`src/rtl/core/mm2_pkg.sv`:
```
// shared constants, types and helpers for the murmur2 hash engine
package mm2_pkg;

   localparam logic [31:0] MixMul    = 32'h5bd1_e995;
   localparam int unsigned MixShift  = 24;
   localparam int unsigned FinShiftA = 13;
   localparam int unsigned FinShiftB = 15;
   localparam logic [31:0] SeedReset = 32'd42;

   // one operation of the shared multiplier per cycle
   typedef enum logic [2:0] {
      OP_NONE,
      OP_KEY_MUL,
      OP_KEY_MIX,
      OP_HASH_FOLD,
      OP_TAIL,
      OP_FINISH
   } op_type;

   typedef enum logic [2:0] {
      ST_IDLE,
      ST_KEY_MUL,
      ST_KEY_MIX,
      ST_HASH_FOLD,
      ST_TAIL,
      ST_FINISH
   } state_type;

   typedef struct packed {
      logic   load;
      op_type op;
   } cmd_type;

   typedef struct packed {
      logic req_full;
      logic req_tail;
      logic req_last;
      logic item_last;
   } status_type;

   // keeps only the valid bytes of a word; counts of four and up keep all
   function automatic logic [31:0] word_mask(input logic [2:0] count);
      logic [31:0] mask;
      mask = '1;
      if (!count[2]) begin
         unique case (count[1:0])
            2'd0: mask = 32'h0000_0000;
            2'd1: mask = 32'h0000_00ff;
            2'd2: mask = 32'h0000_ffff;
            2'd3: mask = 32'h00ff_ffff;
            default: mask = 32'h0000_0000;
         endcase
      end
      return mask;
   endfunction

endpackage

```
`src/rtl/core/mm2_datapath.sv`:
```
// datapath: seed, running hash, word registers and the shared multiplier
module mm2_datapath (
   input  logic                clock,
   input  logic                reset,
   input  logic                csr_write_enable,
   input  logic [31:0]         csr_write_data,
   input  logic                req_first_item,
   input  logic [30:0]         req_key_length,
   input  logic [31:0]         req_data_word,
   input  logic [2:0]          req_byte_count,
   input  logic                req_last_item,
   input  mm2_pkg::cmd_type    cmd,
   output mm2_pkg::status_type status,
   output logic [31:0]         rsp_hash_value
);

   logic [31:0] seed_ff;
   logic [31:0] hash_ff;
   logic [31:0] hash_in;
   logic [31:0] word_ff;
   logic [31:0] key_ff;
   logic [31:0] result_ff;
   logic        last_ff;
   logic [31:0] mul_operand;
   logic [31:0] product;

   always_ff @(posedge clock) begin
      if (reset) begin
         seed_ff <= mm2_pkg::SeedReset;
      end else if (csr_write_enable) begin
         seed_ff <= csr_write_data;
      end
   end

   // operand select for the one multiplier
   always_comb begin
      unique case (cmd.op)
         mm2_pkg::OP_KEY_MUL:   mul_operand = word_ff;
         mm2_pkg::OP_KEY_MIX:   mul_operand = key_ff ^ (key_ff >> mm2_pkg::MixShift);
         mm2_pkg::OP_HASH_FOLD: mul_operand = hash_ff;
         mm2_pkg::OP_TAIL:      mul_operand = hash_ff ^ word_ff;
         mm2_pkg::OP_FINISH:    mul_operand = hash_ff ^ (hash_ff >> mm2_pkg::FinShiftA);
         default:               mul_operand = '0;
      endcase
   end

   assign product = mul_operand * mm2_pkg::MixMul;

   always_comb begin
      hash_in = hash_ff;
      if (cmd.load) begin
         if (req_first_item) begin
            hash_in = seed_ff ^ {1'b0, req_key_length};
         end
      end else if (cmd.op == mm2_pkg::OP_HASH_FOLD) begin
         hash_in = product ^ key_ff;
      end else if (cmd.op == mm2_pkg::OP_TAIL) begin
         hash_in = product;
      end
   end

   always_ff @(posedge clock) begin
      if (reset) begin
         hash_ff <= '0;
      end else begin
         hash_ff <= hash_in;
      end
   end

   always_ff @(posedge clock) begin
      if (cmd.load) begin
         word_ff <= req_data_word & mm2_pkg::word_mask(req_byte_count);
         last_ff <= req_last_item;
      end
      if (cmd.op == mm2_pkg::OP_KEY_MUL || cmd.op == mm2_pkg::OP_KEY_MIX) begin
         key_ff <= product;
      end
      if (cmd.op == mm2_pkg::OP_FINISH) begin
         result_ff <= product;
      end
   end

   assign status.req_full  = req_byte_count[2];
   assign status.req_tail  = !req_byte_count[2] && (req_byte_count[1:0] != 2'd0);
   assign status.req_last  = req_last_item;
   assign status.item_last = last_ff;

   assign rsp_hash_value = result_ff ^ (result_ff >> mm2_pkg::FinShiftB);

endmodule

```
`src/rtl/core/mm2_ctrl.sv`:
```
// controller: sequences multiplier steps and owns the handshakes
module mm2_ctrl (
   input  logic                clock,
   input  logic                reset,
   input  logic                req_valid,
   output logic                req_stall,
   output logic                rsp_valid,
   input  logic                rsp_stall,
   input  mm2_pkg::status_type status,
   output mm2_pkg::cmd_type    cmd
);

   mm2_pkg::state_type state_ff;
   mm2_pkg::state_type state_in;
   logic               rsp_valid_ff;
   logic               rsp_valid_in;
   logic               accept;
   logic               out_free;

   assign accept   = req_valid && (state_ff == mm2_pkg::ST_IDLE);
   assign out_free = !rsp_valid_ff || !rsp_stall;

   // next state
   always_comb begin
      state_in = state_ff;
      unique case (state_ff)
         mm2_pkg::ST_IDLE: begin
            if (accept) begin
               priority if (status.req_full) begin
                  state_in = mm2_pkg::ST_KEY_MUL;
               end else if (status.req_tail) begin
                  state_in = mm2_pkg::ST_TAIL;
               end else if (status.req_last) begin
                  state_in = mm2_pkg::ST_FINISH;
               end else begin
                  state_in = mm2_pkg::ST_IDLE;
               end
            end
         end
         mm2_pkg::ST_KEY_MUL:   state_in = mm2_pkg::ST_KEY_MIX;
         mm2_pkg::ST_KEY_MIX:   state_in = mm2_pkg::ST_HASH_FOLD;
         mm2_pkg::ST_HASH_FOLD,
         mm2_pkg::ST_TAIL: begin
            state_in = status.item_last ? mm2_pkg::ST_FINISH : mm2_pkg::ST_IDLE;
         end
         mm2_pkg::ST_FINISH: begin
            if (out_free) begin
               state_in = mm2_pkg::ST_IDLE;
            end
         end
         default: state_in = mm2_pkg::ST_IDLE;
      endcase
   end

   // outputs
   always_comb begin
      cmd.load = 1'b0;
      cmd.op   = mm2_pkg::OP_NONE;
      unique case (state_ff)
         mm2_pkg::ST_IDLE:      cmd.load = accept;
         mm2_pkg::ST_KEY_MUL:   cmd.op   = mm2_pkg::OP_KEY_MUL;
         mm2_pkg::ST_KEY_MIX:   cmd.op   = mm2_pkg::OP_KEY_MIX;
         mm2_pkg::ST_HASH_FOLD: cmd.op   = mm2_pkg::OP_HASH_FOLD;
         mm2_pkg::ST_TAIL:      cmd.op   = mm2_pkg::OP_TAIL;
         mm2_pkg::ST_FINISH:    cmd.op   = out_free ? mm2_pkg::OP_FINISH : mm2_pkg::OP_NONE;
         default:               cmd.op   = mm2_pkg::OP_NONE;
      endcase
   end

   always_comb begin
      rsp_valid_in = rsp_valid_ff && rsp_stall;
      if (state_ff == mm2_pkg::ST_FINISH && out_free) begin
         rsp_valid_in = 1'b1;
      end
   end

   always_ff @(posedge clock) begin
      if (reset) begin
         state_ff     <= mm2_pkg::ST_IDLE;
         rsp_valid_ff <= 1'b0;
      end else begin
         state_ff     <= state_in;
         rsp_valid_ff <= rsp_valid_in;
      end
   end

   assign req_stall = (state_ff != mm2_pkg::ST_IDLE);
   assign rsp_valid = rsp_valid_ff;

endmodule

```
`src/rtl/core/murmur2_hash_engine.sv`:
```
// top level of the streaming 32-bit murmur2 hash engine
// steps: after the accept, a full word runs key multiply, key mix and hash fold on the
//   single 32x32 multiplier, a 1 to 3 byte tail runs the tail step, an empty word none;
//   the last beat adds the finish step; no new beat is taken until the steps of the
//   previous one are done, and finish waits while a pending result is stalled
// reset: synchronous active high; seed returns to 42, running hash to zero, no result pending
module murmur2_hash_engine (
   input  logic        clock,
   input  logic        reset,
   // configuration
   input  logic        csr_write_enable,
   input  logic [31:0] csr_write_data,
   // key word beats
   input  logic        req_valid,
   output logic        req_stall,
   input  logic        req_first_item,
   input  logic [30:0] req_key_length,
   input  logic [31:0] req_data_word,
   input  logic [2:0]  req_byte_count,
   input  logic        req_last_item,
   // finished hash beats
   output logic        rsp_valid,
   input  logic        rsp_stall,
   output logic [31:0] rsp_hash_value
);

   mm2_pkg::cmd_type    cmd;
   mm2_pkg::status_type status;

   // controller walks through the multiply steps of one beat at a time:
   //   full word: key * m, mixed key * m, hash * m xor key
   //   tail: (hash xor masked bytes) * m
   //   finish: waits for the output register to free, then (hash xor hash>>13) * m
   mm2_ctrl u_ctrl (
      .clock     (clock),
      .reset     (reset),
      .req_valid (req_valid),
      .req_stall (req_stall),
      .rsp_valid (rsp_valid),
      .rsp_stall (rsp_stall),
      .status    (status),
      .cmd       (cmd)
   );

   // datapath holds the seed register, the running hash and the result register;
   // a finished hash waiting downstream does not block the next key beat
   mm2_datapath u_datapath (
      .clock            (clock),
      .reset            (reset),
      .csr_write_enable (csr_write_enable),
      .csr_write_data   (csr_write_data),
      .req_first_item   (req_first_item),
      .req_key_length   (req_key_length),
      .req_data_word    (req_data_word),
      .req_byte_count   (req_byte_count),
      .req_last_item    (req_last_item),
      .cmd              (cmd),
      .status           (status),
      .rsp_hash_value   (rsp_hash_value)
   );

endmodule

```
`config.mk`:
```
export PLATFORM = sky130hd
export DESIGN_NAME = murmur2_hash_engine
export DESIGN_NICKNAME = d
export VERILOG_FILES = /design/src/rtl/core/mm2_pkg.sv /design/src/rtl/core/mm2_datapath.sv /design/src/rtl/core/mm2_ctrl.sv /design/src/rtl/core/murmur2_hash_engine.sv
export SDC_FILE = /design/constraint.sdc
export NUM_CORES = 1
export LEC_CHECK = 0
export ABC_AREA = 1
export BUFFER_PORTS_ARGS = -buffer_cell sky130_fd_sc_hd__buf_2
export CAP_MARGIN = 20
export CORE_ASPECT_RATIO = 2
export CORE_MARGIN = 2
export CORE_UTILIZATION = 48
export DETAILED_ROUTE_END_ITERATION = 7
export PLACE_DENSITY = 0.76
export RECOVER_POWER = 25
export SLEW_MARGIN = 0
export SYNTH_ARGS = -nofsm -noshare
export SYNTH_HDL_FRONTEND = slang
export SYNTH_SLANG_ARGS = --single-unit
```
`constraint.sdc`:
```
create_clock -name clock -period 27 [get_ports clock]
set_input_delay 6.75 -clock clock [delete_from_list [all_inputs] [get_ports clock]]
set_output_delay 6.75 -clock clock [all_outputs]
set_load 0.005 [all_outputs]
```
After elaboration in Yosys (flattened, before gate mapping). Cells that the tools add are included.

Word-level logic and storage cells: 68. Flip-flop bits (word level): 165. Output and inout bits: 34. Bits of input ports: 105.

Bitwise logic cells: 7. Multipliers: 1. Mux-type cells: 19. Reduce and logical (&&, ||, !) cells: 17. Equal/unequal tests: 16.

Operators by type and width (count): two-way mux 32 bit (6); case mux 32 bit (5 select lines) (1); case mux 32 bit (4 select lines) (1); bitwise XOR 32 bit (2); AND 32 bit (1); multiplier 32 x 31 -> 32 bit, second input constant (1); bitwise XOR 32 x 17 -> 32 bit (1); bitwise XOR 32 x 19 -> 32 bit (1); bitwise XOR 32 x 31 -> 32 bit (1); bitwise XOR 32 x 8 -> 32 bit (1); case mux 3 bit (5 select lines) (2); two-way mux 3 bit (7); equality test 3 x 2 -> 1 bit, second input constant (4); equality test 3 bit, second input constant (4); equality test 3 x 1 -> 1 bit, second input constant (2); nonzero test 3 bit (2); equality test 2 bit, second input constant (2); logical AND 1 bit (4); != test 2 x 1 -> 1 bit, second input constant (2); AND reduction 2 bit (2); zero test 1 bit (3); zero test 3 bit (1); equality test 2 x 1 -> 1 bit, second input constant (1); zero test 2 bit (1); other kinds (5) (7).

Logic depth before layout (Yosys ltp).
Depth after elaboration: 10. Gate-level depth with buffers: 44.

Modules after synthesis. From an unflattened synthesis, not the netlist that was laid out.

Cells, all modules: 2183. Area, all modules: 17959.7 µm².

By module, submodules not included: mm2_datapath (area an instance 17631.9 µm², times used 1, cells an instance 2130); mm2_ctrl (area an instance 327.8 µm², times used 1, cells an instance 53).

Worst setup path before layout. No wires, ideal clock.

Kind: input -> register. From: in rsp_stall. To: reg u_datapath.hash_ff[30]. Setup slack: 12.676 ns. Buffers on the path: 1. Arrival: 14.252 ns. Stages on the path: 24. Library setup time: 0.072 ns. Path through: nand2_1 > nand2_4 > clkbuf_1 > o311ai_0 > fa_1 > ha_1 > fa_1 > fa_1 > fa_1 > fa_1 > fa_1 > inv_1 > fa_1 > inv_1 > ha_1 > nand2_1 > nor3_1 > nor3b_1 > nand4_1 > nand2_1 > xor2_1 > a21oi_1 > nand3b_1 > a21oi_1.

Word-level cells in the longest chain between the ends: 10. Elaborated cells on any way between the ends: 17.

RTL lines: from (decl) (RTL line murmur2_hash_engine.sv:23) `input logic rsp_stall,`; zero test 1 bit * (RTL line mm2_ctrl.sv:21) `assign out_free = !rsp_valid_ff || !rsp_stall;`; logical OR 1 bit * (RTL line mm2_ctrl.sv:21); two-way mux 3 bit * (RTL line mm2_ctrl.sv:65) `mm2_pkg::ST_FINISH: cmd.op = out_free ? mm2_pkg::OP_FINISH : mm2_pkg::OP_NONE;`; case mux 3 bit (5 select lines) * (RTL line mm2_ctrl.sv:59) `unique case (state_ff)`; equality test 3 bit (tied with other cells) (RTL line mm2_datapath.sv:37) `unique case (cmd.op)`; case mux 32 bit (5 select lines) * (RTL line mm2_datapath.sv:37); net u_datapath.mul_operand[0] (RTL line mm2_datapath.sv:24) `logic [31:0] mul_operand;`; multiplier 32 x 31 -> 32 bit * (RTL line mm2_datapath.sv:47) `assign product = mul_operand * mm2_pkg::MixMul;`; net u_datapath.product[30] (RTL line mm2_datapath.sv:25) `logic [31:0] product;`; two-way mux 32 bit or bitwise XOR 32 bit (tied branches) (RTL line mm2_datapath.sv:57, mm2_datapath.sv:56); two-way mux 32 bit * (RTL line mm2_datapath.sv:55) `end else if (cmd.op == mm2_pkg::OP_HASH_FOLD) begin`; two-way mux 32 bit * (RTL line mm2_datapath.sv:51) `if (cmd.load) begin`; to (signal assigned) (RTL line mm2_datapath.sv:66) `hash_ff <= hash_in;`; to (decl) (RTL line mm2_datapath.sv:18) `logic [31:0] hash_ff;`.

The timed path passes the listed nets; every way through them passes the cells marked *. The select of a mux whose other input is x is not followed. A chain may end at the register's enable or synchronous reset.

Final worst setup path.
From: in rsp_stall. To: reg u_datapath.hash_ff[26].

Word-level cells in the longest chain between the ends: 10. Elaborated cells on any way between the ends: 17.

RTL lines (RTL line): zero test 1 bit * (mm2_ctrl.sv:21); logical OR 1 bit * (mm2_ctrl.sv:21); two-way mux 3 bit * (mm2_ctrl.sv:65); case mux 3 bit (5 select lines) * (mm2_ctrl.sv:59); equality test 3 bit (tied with other cells) (mm2_datapath.sv:37); case mux 32 bit (5 select lines) * (mm2_datapath.sv:37); multiplier 32 x 31 -> 32 bit * (mm2_datapath.sv:47); net u_datapath.product[26] (mm2_datapath.sv:25); two-way mux 32 bit or bitwise XOR 32 bit (tied branches) (mm2_datapath.sv:57, mm2_datapath.sv:56); two-way mux 32 bit * (mm2_datapath.sv:55); two-way mux 32 bit * (mm2_datapath.sv:51).

Marks and branches as above.

==> impl_metrics.yaml <==
yosys:
  synth_common_cells: "inv_1 (531), nand2_1 (280), ha_1 (216), fa_1 (181), nor2_1 (151)"
  synthXorXnorAreaFrac_pct: 3.60
  synth_edf_count: 97
  synth_area_leaders: "fa_1 (20%), edfxtp_1 (16%), ha_1 (15%)"
  synth_top_family_by_area: "adder cells"
  synth_fa_ha_area_share_pct: 35.2
  synth-seq-cells: 165
  avgSynthCellArea_um2: 8.41
  synth.area.mux_share_pct: 0
  synth_area_um2: 18000
  synth-simple-area-share_pct: 15.4
  yosysTopAreaCellShare_pct: 20.1
  ys_async_sr_fraction_pct: 0
  synth_compound_area_share_pct: 9.07
  synth_flop_cell: "edfxtp_1"
  synth.most_common_cell: "inv_1"
  yosysSeqAreaShare_pct: 23.8
  yosys.area.top_type: "fa_1"
  synthCells: 2138
  yosysWarnings: 0
  synth_nets: 2640
  yosys.cell_types.count: 51
final_layout:
  fin_nets: 2758
  drive_above_1_share_pct: 10.7
  diodes: 0
  syn2layout_area_growth_pct: 9.54
  fillCellCount: 3399
drt:
  wl_um: 57300
  firstDrtPassIters: 6
  wire_per_inst_um: 21.0
  viasPerCell: 5.50
  dr.first_iter.drc_count: 988
  vias: 15000
  ant_nets: 0
  drc: 0
worst_setup_path:
  crit_path_frequent_cell: "fa_1"
  cpMaxStageDelayCell: "fa_1"
  path_class: "in2reg"
  max_stage_delay_ps: 760
  r2r_start: "u_ctrl.state_ff[1]"
  worstSetupStartpointType: "input port"
  r2r_slack_ps: 16860
  required_ps: 27340
  critPathMaxFanout: 12
  arrival_ps: 15460
  end_kind: "flop"
  rr_worst_depth: 31
  r2r-end: "u_datapath.hash_ff[26]"
clock_tree:
  path_clk_slew_ps: 70
  cts_root_buf: "clkbuf_16"
  cts_made_buffers: 17
  cts_max_level: 4
  worstSkewPairLatency_ps: 460
  cts_setup_buffers: 0
  cts.sinks: 165
  hold_buffers: 0
  max-clock-path-buffers: 2
  cts_tree: "yes"
  cts_resized: 0
global_routing:
  grt_use_met2_pct: 55.4
  grt_pass1_vias: 16100
  busiest_layer: "met2"
  grt_max_degree: 68
  grtUsageTotal_pct: 30.1
  use_met3_pct: 4.44
  grt_pass1_wl_um: 88100
  antenna_found_initial: 0
  grt_util_met1_pct: 28.0
  grt_overflow_total: 0
die:
  core_area_um2: 37000
  die_area_um2: 39100
  start_util_pct: 48.6
  num_rows: 100
  chipWidth_um: 141
  io_pins: 139
  die_height_um: 278
timing:
  timing.fmax_ghz: 0.0661
  tightest_slew_ps: 1620
  setup_violations: 0
  drv_slew: 33
  min_period_ps: 15120
  finalHoldViolCount: 0
  fin_setup_tns_ps: 0
  finalCritPeriodShare_pct: 56.0
  rsz0062_at_grt: "no"
  slew-limit-headroom_pct: -8.08
  skew_ps: 21.5
worst_hold_path:
  hold_path_startpoint: "u_datapath.seed_ff[3]"
  hold_class: "reg2reg"
  min_path_cells: 2
  hold_end: "u_datapath.seed_ff[3]"
placement:
  portBuffers: 138
  gp_congestion: 1.02
  hpwl_um: 46800
job:
  max-cap-violations: 1
run_status:
  status: "finished, violations left"
  violations: "max-capacitance violations, max-slew violations"
==> routing by layer <==
| layer | share of wire, % | wire, um | vias to the layer above |
|---|---|---|---|
| met2 | 53 | 30200 | 622 |
| met4 | 11 | 6290 | 0 |
| li1 | - | - | 6964 |
| met5 | 0 | 0 | - |
| met1 | 31 | 17700 | 7187 |
| met3 | 5.4 | 3110 | 240 |
==> metrics by stage <==
step	util (%)	hold slack [ps]	setup WS, ps	cell area (um^2)	std cells
6_report	53.2	484	11880	19700	2728
5_1_grt	53.2	509	11550	19700	2728
4_1_cts	53.3	487	12320	19700	2728
3_5_place_dp	51.6	465	11880	19100	2696
3_3_place_gp	51.6	444	11990	19100	2696
2_1_floorplan	-	434	12680	18000	2138
==> cells in the final DEF, fill, tap and decap left out, types with 3 or more instances in the layout <==
cell type	instances
a21oi_1	102
clkbuf_1	4
nand2_1	281
clkbuf_16	18
nor3b_1	5
o21ai_1	4
a2111oi_0	3
o21ai_0	107
buf_4	22
inv_8	5
o211ai_1	8
edfxtp_1	97
nand3b_1	13
clkinv_8	3
or2_2	22
buf_2	134
a31oi_1	21
nor3_1	6
fa_1	181
xor2_1	57
nand3_2	4
inv_2	3
xnor2_1	17
a221oi_1	13
inv_1	532
nand2_2	7
dfxtp_1	68
ha_1	216
nor4_1	5
nand4_2	3
nand4_1	12
nor2_4	4
a21boi_0	3
o21bai_1	11
inv_6	3
nand3_1	95
nor2_1	151
==> worst max-delay path by stage <==
stage                                   to       from  cells past startpoint
finish              u_datapath.hash_ff[26]  rsp_stall                     30
global route        u_datapath.hash_ff[26]  rsp_stall                     30
CTS                 u_datapath.hash_ff[26]  rsp_stall                     30
detailed placement  u_datapath.hash_ff[26]  rsp_stall                     30
global placement    u_datapath.hash_ff[26]  rsp_stall                     30
floorplan           u_datapath.hash_ff[30]  rsp_stall                     24
==> worst max-delay path: cells and delay by family <==
kind | cells | cell delay (ps)
buffers and inverters | 7 | 1000
AOI/OAI and AO/OA | 2 | 470
and+or+nand+nor | 11 | 2530
xor gates and xnor gates | 1 | 440
adders and majority gates | 9 | 4230
==> state kept, by name (all words and copies together) (netlist names) <==
name                  count
u_datapath.key_ff        32
u_ctrl.rsp_valid          1
u_datapath.word_ff       32
u_datapath.last_ff        1
u_datapath.result_ff     32
u_datapath.seed_ff       32
u_datapath.hash_ff       32
u_ctrl.state_ff           3
==> final cells by class <==
type	instances	area, um^2	share of cell area, %
multi-input cells	1375	11400	57.7
flip-flops and latches	165	4270	21.7
inverters	537	2020	10.3
repair buffers	160	851	4.32
well taps	459	574	2.91
clock buffers	18	450	2.29
clock inverters	14	165	0.838
==> kinds of logic after synthesis <==
group                    Yosys count
buffers and inverters            598
AND/OR/NAND/NOR                  616
adder cells (fa/ha/maj)          397
flip-flops                       165
AO/OA/AOI/OAI                    288
XOR/XNOR                          74
Power is left out: the tool's default activity adds up to more than one toggle a clock period on the data nets, which glitch-free logic cannot reach.
